File: src/lcs_pkg.sv
// Shared types and constants for the linear contrast stretch block.
// Used by the controller, the datapath, the top level and the checker.
package lcs_pkg;

    localparam int PIXEL_BITS     = 16;
    localparam int OUT_MAX        = 255;
    localparam int LEVEL_BITS     = 8;
    localparam int CFG_INDEX_BITS = 3;

    localparam logic CMD_MEASURE = 1'b0;
    localparam logic CMD_MAP     = 1'b1;

    typedef enum logic [CFG_INDEX_BITS-1:0] {
        CFG_USER_RANGE_MODE = 3'd0,
        CFG_USER_MIN        = 3'd1,
        CFG_USER_MAX        = 3'd2,
        CFG_SKIP_ZERO       = 3'd3,
        CFG_ZERO_VALUE      = 3'd4
    } lcs_cfg_index_t;

    typedef struct packed {
        logic measure;
        logic capture;
        logic prep;
        logic step;
        logic emit;
    } lcs_cmd_t;

    typedef struct packed {
        logic map_item;
    } lcs_status_t;

endpackage

File: src/lcs_ctrl.sv
// Controller state machine for the linear contrast stretch block.
// Drives datapath commands from lcs_pkg::lcs_cmd_t and owns both handshakes.
module lcs_ctrl
(
    input  logic               clk,
    input  logic               rst_n,
    input  logic               in_valid,
    output logic               in_stall,
    output logic               out_valid,
    input  logic               out_stall,
    input  lcs_pkg::lcs_status_t status,
    output lcs_pkg::lcs_cmd_t  cmd
);

    localparam int CNT_BITS = $clog2(lcs_pkg::LEVEL_BITS);
    localparam logic [CNT_BITS-1:0] STEP_LAST = CNT_BITS'(lcs_pkg::LEVEL_BITS - 1);

    typedef enum logic [1:0] {
        ST_IDLE,
        ST_PREP,
        ST_DIV,
        ST_DONE
    } state_t;

    state_t              state_reg;
    state_t              state_next;
    logic [CNT_BITS-1:0] count_reg;
    logic [CNT_BITS-1:0] count_next;
    logic                out_valid_reg;
    logic                out_valid_next;
    logic                accept;

    assign in_stall  = (state_reg != ST_IDLE);
    assign out_valid = out_valid_reg;
    assign accept    = in_valid && !in_stall;

    always_comb
    begin
        state_next  = state_reg;
        count_next  = count_reg;
        cmd         = '0;
        cmd.measure = accept && !status.map_item;
        cmd.capture = accept && status.map_item;
        case (state_reg)
            ST_IDLE:
            begin
                if (cmd.capture)
                begin
                    state_next = ST_PREP;
                end
            end
            ST_PREP:
            begin
                cmd.prep   = 1'b1;
                count_next = '0;
                state_next = ST_DIV;
            end
            ST_DIV:
            begin
                cmd.step   = 1'b1;
                count_next = count_reg + 1'b1;
                if (count_reg == STEP_LAST)
                begin
                    state_next = ST_DONE;
                end
            end
            ST_DONE:
            begin
                if (!out_valid_reg || !out_stall)
                begin
                    cmd.emit   = 1'b1;
                    state_next = ST_IDLE;
                end
            end
            default:
            begin
                state_next = ST_IDLE;
            end
        endcase

        out_valid_next = out_valid_reg;
        if (cmd.emit)
        begin
            out_valid_next = 1'b1;
        end
        else if (out_valid_reg && !out_stall)
        begin
            out_valid_next = 1'b0;
        end
    end

    always_ff @(posedge clk or negedge rst_n)
    begin
        if (!rst_n)
        begin
            state_reg     <= ST_IDLE;
            count_reg     <= '0;
            out_valid_reg <= 1'b0;
        end
        else
        begin
            state_reg     <= state_next;
            count_reg     <= count_next;
            out_valid_reg <= out_valid_next;
        end
    end

endmodule

File: src/lcs_datapath.sv
// Datapath of the linear contrast stretch block: configuration registers,
// range tracking, scaling multiply and restoring divider. Uses lcs_pkg.
module lcs_datapath
#(
    parameter int PIXEL_BITS = lcs_pkg::PIXEL_BITS,
    parameter int OUT_MAX    = lcs_pkg::OUT_MAX
)
(
    input  logic                                 clk,
    input  logic                                 rst_n,
    input  lcs_pkg::lcs_cmd_t                    cmd,
    output lcs_pkg::lcs_status_t                 status,
    input  logic                                 cfg_write,
    input  logic [lcs_pkg::CFG_INDEX_BITS-1:0]   cfg_index,
    input  logic [PIXEL_BITS-1:0]                cfg_data,
    input  logic                                 command,
    input  logic signed [PIXEL_BITS-1:0]         pixel,
    input  logic                                 last,
    output logic [lcs_pkg::LEVEL_BITS-1:0]       level,
    output logic                                 last_out
);

    localparam int L  = lcs_pkg::LEVEL_BITS;
    localparam int NW = PIXEL_BITS + L;
    localparam logic signed [PIXEL_BITS-1:0] TOP     = {1'b0, {(PIXEL_BITS-1){1'b1}}};
    localparam logic signed [PIXEL_BITS-1:0] NEG_TOP =
        {1'b1, {(PIXEL_BITS-2){1'b0}}, 1'b1};

    logic                          mode_reg;
    logic                          mode_next;
    logic signed [PIXEL_BITS-1:0]  user_min_reg;
    logic signed [PIXEL_BITS-1:0]  user_min_next;
    logic signed [PIXEL_BITS-1:0]  user_max_reg;
    logic signed [PIXEL_BITS-1:0]  user_max_next;
    logic                          skip_reg;
    logic                          skip_next;
    logic signed [PIXEL_BITS-1:0]  zero_reg;
    logic signed [PIXEL_BITS-1:0]  zero_next;
    logic signed [PIXEL_BITS-1:0]  run_min_reg;
    logic signed [PIXEL_BITS-1:0]  run_min_next;
    logic signed [PIXEL_BITS-1:0]  run_max_reg;
    logic signed [PIXEL_BITS-1:0]  run_max_next;
    logic signed [PIXEL_BITS-1:0]  frame_min_reg;
    logic signed [PIXEL_BITS-1:0]  frame_min_next;
    logic signed [PIXEL_BITS-1:0]  frame_max_reg;
    logic signed [PIXEL_BITS-1:0]  frame_max_next;

    logic signed [PIXEL_BITS:0]    diff_reg;
    logic signed [PIXEL_BITS:0]    diff_next;
    logic signed [PIXEL_BITS:0]    span_reg;
    logic signed [PIXEL_BITS:0]    span_next;
    logic                          last_hold_reg;
    logic                          last_hold_next;
    logic                          sat_zero_reg;
    logic                          sat_zero_next;
    logic                          sat_max_reg;
    logic                          sat_max_next;
    logic [PIXEL_BITS-1:0]         divisor_reg;
    logic [PIXEL_BITS-1:0]         divisor_next;
    logic [PIXEL_BITS-1:0]         rem_reg;
    logic [PIXEL_BITS-1:0]         rem_next;
    logic [L-1:0]                  num_lo_reg;
    logic [L-1:0]                  num_lo_next;
    logic [L-1:0]                  quot_reg;
    logic [L-1:0]                  quot_next;
    logic [L-1:0]                  level_reg;
    logic [L-1:0]                  level_next;
    logic                          last_out_reg;
    logic                          last_out_next;

    logic                          skip_pixel;
    logic signed [PIXEL_BITS-1:0]  upd_min;
    logic signed [PIXEL_BITS-1:0]  upd_max;
    logic signed [PIXEL_BITS-1:0]  lo;
    logic signed [PIXEL_BITS-1:0]  hi;
    logic [NW-1:0]                 product;
    logic [PIXEL_BITS:0]           trial;
    logic                          trial_ge;

    assign status.map_item = (command == lcs_pkg::CMD_MAP);
    assign level           = level_reg;
    assign last_out        = last_out_reg;

    always_comb
    begin
        mode_next     = mode_reg;
        user_min_next = user_min_reg;
        user_max_next = user_max_reg;
        skip_next     = skip_reg;
        zero_next     = zero_reg;
        if (cfg_write)
        begin
            case (cfg_index)
                lcs_pkg::CFG_USER_RANGE_MODE: mode_next     = cfg_data[0];
                lcs_pkg::CFG_USER_MIN:        user_min_next = cfg_data;
                lcs_pkg::CFG_USER_MAX:        user_max_next = cfg_data;
                lcs_pkg::CFG_SKIP_ZERO:       skip_next     = cfg_data[0];
                lcs_pkg::CFG_ZERO_VALUE:      zero_next     = cfg_data;
                default:                      mode_next     = mode_reg;
            endcase
        end
    end

    always_comb
    begin
        skip_pixel     = skip_reg && (pixel == zero_reg);
        upd_min        = (!skip_pixel && (pixel < run_min_reg)) ? pixel : run_min_reg;
        upd_max        = (!skip_pixel && (pixel > run_max_reg)) ? pixel : run_max_reg;
        run_min_next   = run_min_reg;
        run_max_next   = run_max_reg;
        frame_min_next = frame_min_reg;
        frame_max_next = frame_max_reg;
        if (cmd.measure)
        begin
            if (last)
            begin
                frame_min_next = upd_min;
                frame_max_next = upd_max;
                run_min_next   = TOP;
                run_max_next   = NEG_TOP;
            end
            else
            begin
                run_min_next = upd_min;
                run_max_next = upd_max;
            end
        end
    end

    always_comb
    begin
        lo       = mode_reg ? user_min_reg : frame_min_reg;
        hi       = mode_reg ? user_max_reg : frame_max_reg;
        product  = {{L{1'b0}}, diff_reg[PIXEL_BITS-1:0]} * NW'(OUT_MAX);
        trial    = {rem_reg, num_lo_reg[L-1]};
        trial_ge = (trial >= {1'b0, divisor_reg});

        diff_next      = diff_reg;
        span_next      = span_reg;
        last_hold_next = last_hold_reg;
        sat_zero_next  = sat_zero_reg;
        sat_max_next   = sat_max_reg;
        divisor_next   = divisor_reg;
        rem_next       = rem_reg;
        num_lo_next    = num_lo_reg;
        quot_next      = quot_reg;
        level_next     = level_reg;
        last_out_next  = last_out_reg;

        if (cmd.capture)
        begin
            diff_next      = {pixel[PIXEL_BITS-1], pixel} - {lo[PIXEL_BITS-1], lo};
            span_next      = {hi[PIXEL_BITS-1], hi} - {lo[PIXEL_BITS-1], lo};
            last_hold_next = last;
        end
        if (cmd.prep)
        begin
            sat_zero_next = span_reg[PIXEL_BITS] || (span_reg == '0)
                            || diff_reg[PIXEL_BITS] || (diff_reg == '0);
            sat_max_next  = (diff_reg >= span_reg);
            divisor_next  = span_reg[PIXEL_BITS-1:0];
            rem_next      = product[NW-1:L];
            num_lo_next   = product[L-1:0];
            quot_next     = '0;
        end
        if (cmd.step)
        begin
            rem_next    = trial_ge ? PIXEL_BITS'(trial - {1'b0, divisor_reg})
                                   : trial[PIXEL_BITS-1:0];
            num_lo_next = {num_lo_reg[L-2:0], 1'b0};
            quot_next   = {quot_reg[L-2:0], trial_ge};
        end
        if (cmd.emit)
        begin
            if (sat_zero_reg)
            begin
                level_next = '0;
            end
            else if (sat_max_reg)
            begin
                level_next = L'(OUT_MAX);
            end
            else
            begin
                level_next = quot_reg;
            end
            last_out_next = last_hold_reg;
        end
    end

    always_ff @(posedge clk or negedge rst_n)
    begin
        if (!rst_n)
        begin
            mode_reg      <= 1'b0;
            user_min_reg  <= '0;
            user_max_reg  <= PIXEL_BITS'(255);
            skip_reg      <= 1'b0;
            zero_reg      <= '0;
            run_min_reg   <= TOP;
            run_max_reg   <= NEG_TOP;
            frame_min_reg <= '0;
            frame_max_reg <= '0;
        end
        else
        begin
            mode_reg      <= mode_next;
            user_min_reg  <= user_min_next;
            user_max_reg  <= user_max_next;
            skip_reg      <= skip_next;
            zero_reg      <= zero_next;
            run_min_reg   <= run_min_next;
            run_max_reg   <= run_max_next;
            frame_min_reg <= frame_min_next;
            frame_max_reg <= frame_max_next;
        end
    end

    always_ff @(posedge clk)
    begin
        diff_reg      <= diff_next;
        span_reg      <= span_next;
        last_hold_reg <= last_hold_next;
        sat_zero_reg  <= sat_zero_next;
        sat_max_reg   <= sat_max_next;
        divisor_reg   <= divisor_next;
        rem_reg       <= rem_next;
        num_lo_reg    <= num_lo_next;
        quot_reg      <= quot_next;
        level_reg     <= level_next;
        last_out_reg  <= last_out_next;
    end

endmodule

File: src/linear_contrast_stretch.sv
// Top level of the linear contrast stretch block.
// Instantiates lcs_ctrl and lcs_datapath; types and defaults come from lcs_pkg.
//
//   Channel  Handshake            Payload
//   input    in_valid / in_stall  command, pixel, last
//   output   out_valid / out_stall level, last_out
//   config   cfg_write            cfg_index, cfg_data
//
// A measure transaction does not stall; the next item can follow at once.
// A map transaction stalls the input: it is captured, scaled by the multiply,
// divided by the one-bit-per-cycle restoring divider and then loaded into the
// output register before the next item is taken.
// Reset clears the control state and the configuration and range registers.
// A stalled output holds the controller only when a new map result is ready.
module linear_contrast_stretch
#(
    parameter int PIXEL_BITS = lcs_pkg::PIXEL_BITS,
    parameter int OUT_MAX    = lcs_pkg::OUT_MAX
)
(
    input  logic                               clk,
    input  logic                               rst_n,
    input  logic                               in_valid,
    output logic                               in_stall,
    input  logic                               command,
    input  logic signed [PIXEL_BITS-1:0]       pixel,
    input  logic                               last,
    output logic                               out_valid,
    input  logic                               out_stall,
    output logic [lcs_pkg::LEVEL_BITS-1:0]     level,
    output logic                               last_out,
    input  logic                               cfg_write,
    input  logic [lcs_pkg::CFG_INDEX_BITS-1:0] cfg_index,
    input  logic [PIXEL_BITS-1:0]              cfg_data
);

    lcs_pkg::lcs_cmd_t    cmd;
    lcs_pkg::lcs_status_t status;

    lcs_ctrl u_ctrl
    (
        .clk       (clk),
        .rst_n     (rst_n),
        .in_valid  (in_valid),
        .in_stall  (in_stall),
        .out_valid (out_valid),
        .out_stall (out_stall),
        .status    (status),
        .cmd       (cmd)
    );

    lcs_datapath
    #(
        .PIXEL_BITS (PIXEL_BITS),
        .OUT_MAX    (OUT_MAX)
    )
    u_datapath
    (
        .clk       (clk),
        .rst_n     (rst_n),
        .cmd       (cmd),
        .status    (status),
        .cfg_write (cfg_write),
        .cfg_index (cfg_index),
        .cfg_data  (cfg_data),
        .command   (command),
        .pixel     (pixel),
        .last      (last),
        .level     (level),
        .last_out  (last_out)
    );

endmodule

File: config.mk
export PLATFORM = sky130hd
export DESIGN_NAME = linear_contrast_stretch
export DESIGN_NICKNAME = d
export VERILOG_FILES = /design/src/lcs_pkg.sv /design/src/lcs_ctrl.sv /design/src/lcs_datapath.sv /design/src/linear_contrast_stretch.sv
export SDC_FILE = /design/constraint.sdc
export NUM_CORES = 1
export LEC_CHECK = 0
export ABC_AREA = 0
export BUFFER_PORTS_ARGS = -buffer_cell sky130_fd_sc_hd__buf_4
export CAP_MARGIN = 20
export CELL_PAD_IN_SITES_DETAIL_PLACEMENT = 1
export CELL_PAD_IN_SITES_GLOBAL_PLACEMENT = 2
export CORE_UTILIZATION = 24
export DETAILED_ROUTE_END_ITERATION = 12
export GPL_ROUTABILITY_DRIVEN = 0
export MAX_ROUTING_LAYER = met4
export PLACE_DENSITY = 0.62
export RECOVER_POWER = 100
export REMOVE_ABC_BUFFERS = 1
export SLEW_MARGIN = 20
export SYNTH_ARGS = -nofsm -noshare
export SYNTH_HDL_FRONTEND = slang
export SYNTH_HIERARCHICAL = 1
export SYNTH_SLANG_ARGS = --single-unit
File: constraint.sdc
create_clock -name clk -period 6.2 [get_ports clk]
set_clock_uncertainty 0.15 [all_clocks]
set_input_delay 1.86 -clock clk [delete_from_list [all_inputs] [get_ports clk]]
set_output_delay 1.86 -clock clk [all_outputs]
set_load 0.005 [all_outputs]
==> impl_metrics.tcl <==
set metrics [dict create \
    synthArstFlopShare 0.5607 \
    hold_buffers 0 \
    die_y_um 260.3 \
    criticalPathCategory "in -> reg" \
    cp_data_required_time_ns 6.36 \
    final_hold_viol_count 0 \
    crit_top_cell "o21a_1" \
    outcome "complete, but fails checks" \
    violations "capacitance limit, slew limit" \
    endpoint_kind "register" \
    reg2reg_setup_slack_ns 0.67 \
    fin_nets 1852 \
    fin_tns_setup_ns 0 \
    slew_headroom -0.9734 \
    hold_path.class "reg -> reg" \
    syn2layout_area_growth_pct 14.65 \
    slowest_delay_ns 1.82 \
    synth-main-ff-cell "dfrtp_1" \
    ys_ff_latch 214 \
    fillers 7494 \
    multi_input_area_mm2 0.009124 \
    worstHoldStart "u_datapath/last_hold_reg" \
    crit_path_cell_trace "buf_4, ha_1, nor2b_1, o21a_1, o21a_1, o21ai_0, a21oi_1, o21ai_4, clkbuf_1, o221ai_1" \
    path_delay_family "buffers and inverters" \
    dr_total_vias 11030 \
    numCtsBuffers 28 \
    grt_pass1_wl_um 65800 \
    final_common_cell "inv_1" \
    avgSynthCellArea_um2 10.43 \
    final-seq-area_mm2 0.005847 \
    synth_seq_area_share 0.3650 \
    max_slew.worst_pin.slew_ns 2.960 \
    antenna_found_initial 0 \
    ys_types 84 \
    drive_above_1_share 0.1291 \
    fin_crit_sh 0.9125 \
    drc_errors 0 \
    initial_core_util 0.2432 \
    ant_nets 0 \
    num_rows 94 \
    antenna-diode-count 0 \
    wl_per_cell_um 16.58 \
    hold_depth 0 \
    routed_wl_um 40920 \
    chipWidth_um 260.3 \
    grt_max_degree 65 \
    clk-insertion-delay-late_ns 0.56 \
    hold_end "u_datapath/last_out" \
    grt_setup_unrepaired "false" \
    clock-root-buffer "clkbuf_16" \
    netlist_area_mm2 0.01602 \
    vias_per_cell 4.469 \
    cts_max_level 1 \
    portBuffers 52 \
    grt_usage 0.1255 \
    die_area_mm2 0.06777 \
    cts_tree "done" \
    synth_enable_flop_cells 93 \
    setup_viol 0 \
    r2r_end "u_datapath/rem_reg[14]" \
    post-dp-hpwl_um 32060 \
    r2r_start "u_datapath/diff_reg[3]" \
    core_mm2 0.06586 \
    cap_violations 7 \
    yosys_warnings 6 \
    worst_path_max_delay_cell "clkbuf_1" \
    cp.arrival_ns 5.82 \
    cts.clk_slew.worst_paths_ns 0.06 \
    drv_slew 284 \
    cp-start-kind "input pin" \
    grt-ovfl-total 0 \
    min_period_ns 5.658 \
    drt_first_pass_iters 4 \
    drt-initial-drc-count 327 \
    cp_max_fo 48 \
    synthCells 1535 \
    grt_pass1_vias 12030 \
    fmax_mhz 176.8 \
    clock_sinks 214 \
    r2r_cells 17 \
    cts_max_path_buffers 3 \
    cts-resized-gates 0 \
    crit_buf_inv 2 \
    ioPinCount 53 \
    layout_common_cells "214 x inv_1, 155 x ha_1, 95 x dfrtp_1" \
    post_cts_buffers 0 \
]
through the flow:
stage               std cells  area [um^2]    util  setup slack, ns  hold slack [ns]
floorplan                1487        15770       -           0.2524           0.2503
global placement         2416        17400  0.2642           0.9364           0.3011
detailed placement       2416        17400  0.2642           0.8230           0.3002
CTS                      2468        18480  0.2805           0.7953           0.3095
global route             2468        18360  0.2788           0.2493           0.3214
finish                   2468        18360  0.2788           0.5423           0.2946
per-layer routing:
metal	part of all wire	GRT usage
met4	0.028	0.03493
met3	0.017	0.01369
met2	0.48	0.2114
met5	0	-
met1	0.47	0.1587
cell type report:
type | instances | area share
Timing Repair Buffer | 65 | 0.02324
Tap cell | 864 | 0.05887
Clock buffer | 31 | 0.03877
Multi-Input combinational cell | 1058 | 0.4969
Clock inverter | 21 | 0.01990
Sequential cell | 214 | 0.3184
Inverter | 215 | 0.04395
cell families (layout without fill, tap and decap cells):
logic type,count (synthesis),in the layout,synth area share
DFF,214,214,0.3650
xor gates and xnor gates,61,61,0.03336
buffers and inverters,263,332,0.06570
and+or+nand+nor,336,336,0.1034
muxes,155,155,0.1022
adders and majority gates,228,228,0.2123
AOI/OAI and AO/OA,278,278,0.1180
Yosys cell counts (18+ instances only):
cell type / n / share of area
mux2i_1: 87 / 0.054
nand3_1: 45 / 0.014
clkbuf_1: 32 / 0.0075
nand2_1: 88 / 0.021
a21oi_1: 63 / 0.020
a21o_1: 19 / 0.0089
xnor2_1: 45 / 0.025
nand2b_1: 23 / 0.0090
nor2_1: 83 / 0.019
nor3_1: 18 / 0.0056
dfstp_2: 25 / 0.041
fa_1: 73 / 0.091
o21a_1: 19 / 0.0089
inv_1: 214 / 0.050
o21ai_0: 77 / 0.024
mux2_2: 67 / 0.047
edfxtp_1: 93 / 0.17
ha_1: 155 / 0.12
dfrtp_1: 95 / 0.15
worst max-delay path by stage:
stage                                      start                           end  cells after the start
after floorplan                         in_valid   u_datapath/frame_max_reg[0]                      5
after global placement    u_datapath/diff_reg[6]        u_datapath/rem_reg[14]                     17
after detailed placement  u_datapath/diff_reg[3]        u_datapath/rem_reg[14]                     17
after CTS                 u_datapath/diff_reg[3]        u_datapath/rem_reg[14]                     17
after global routing                    pixel[1]  u_datapath/frame_max_reg[12]                     11
final                                   pixel[1]     u_datapath/run_max_reg[7]                     10
Power is left out: the tool's default activity adds up to more than one toggle a clock period on the data nets, which glitch-free logic cannot reach.
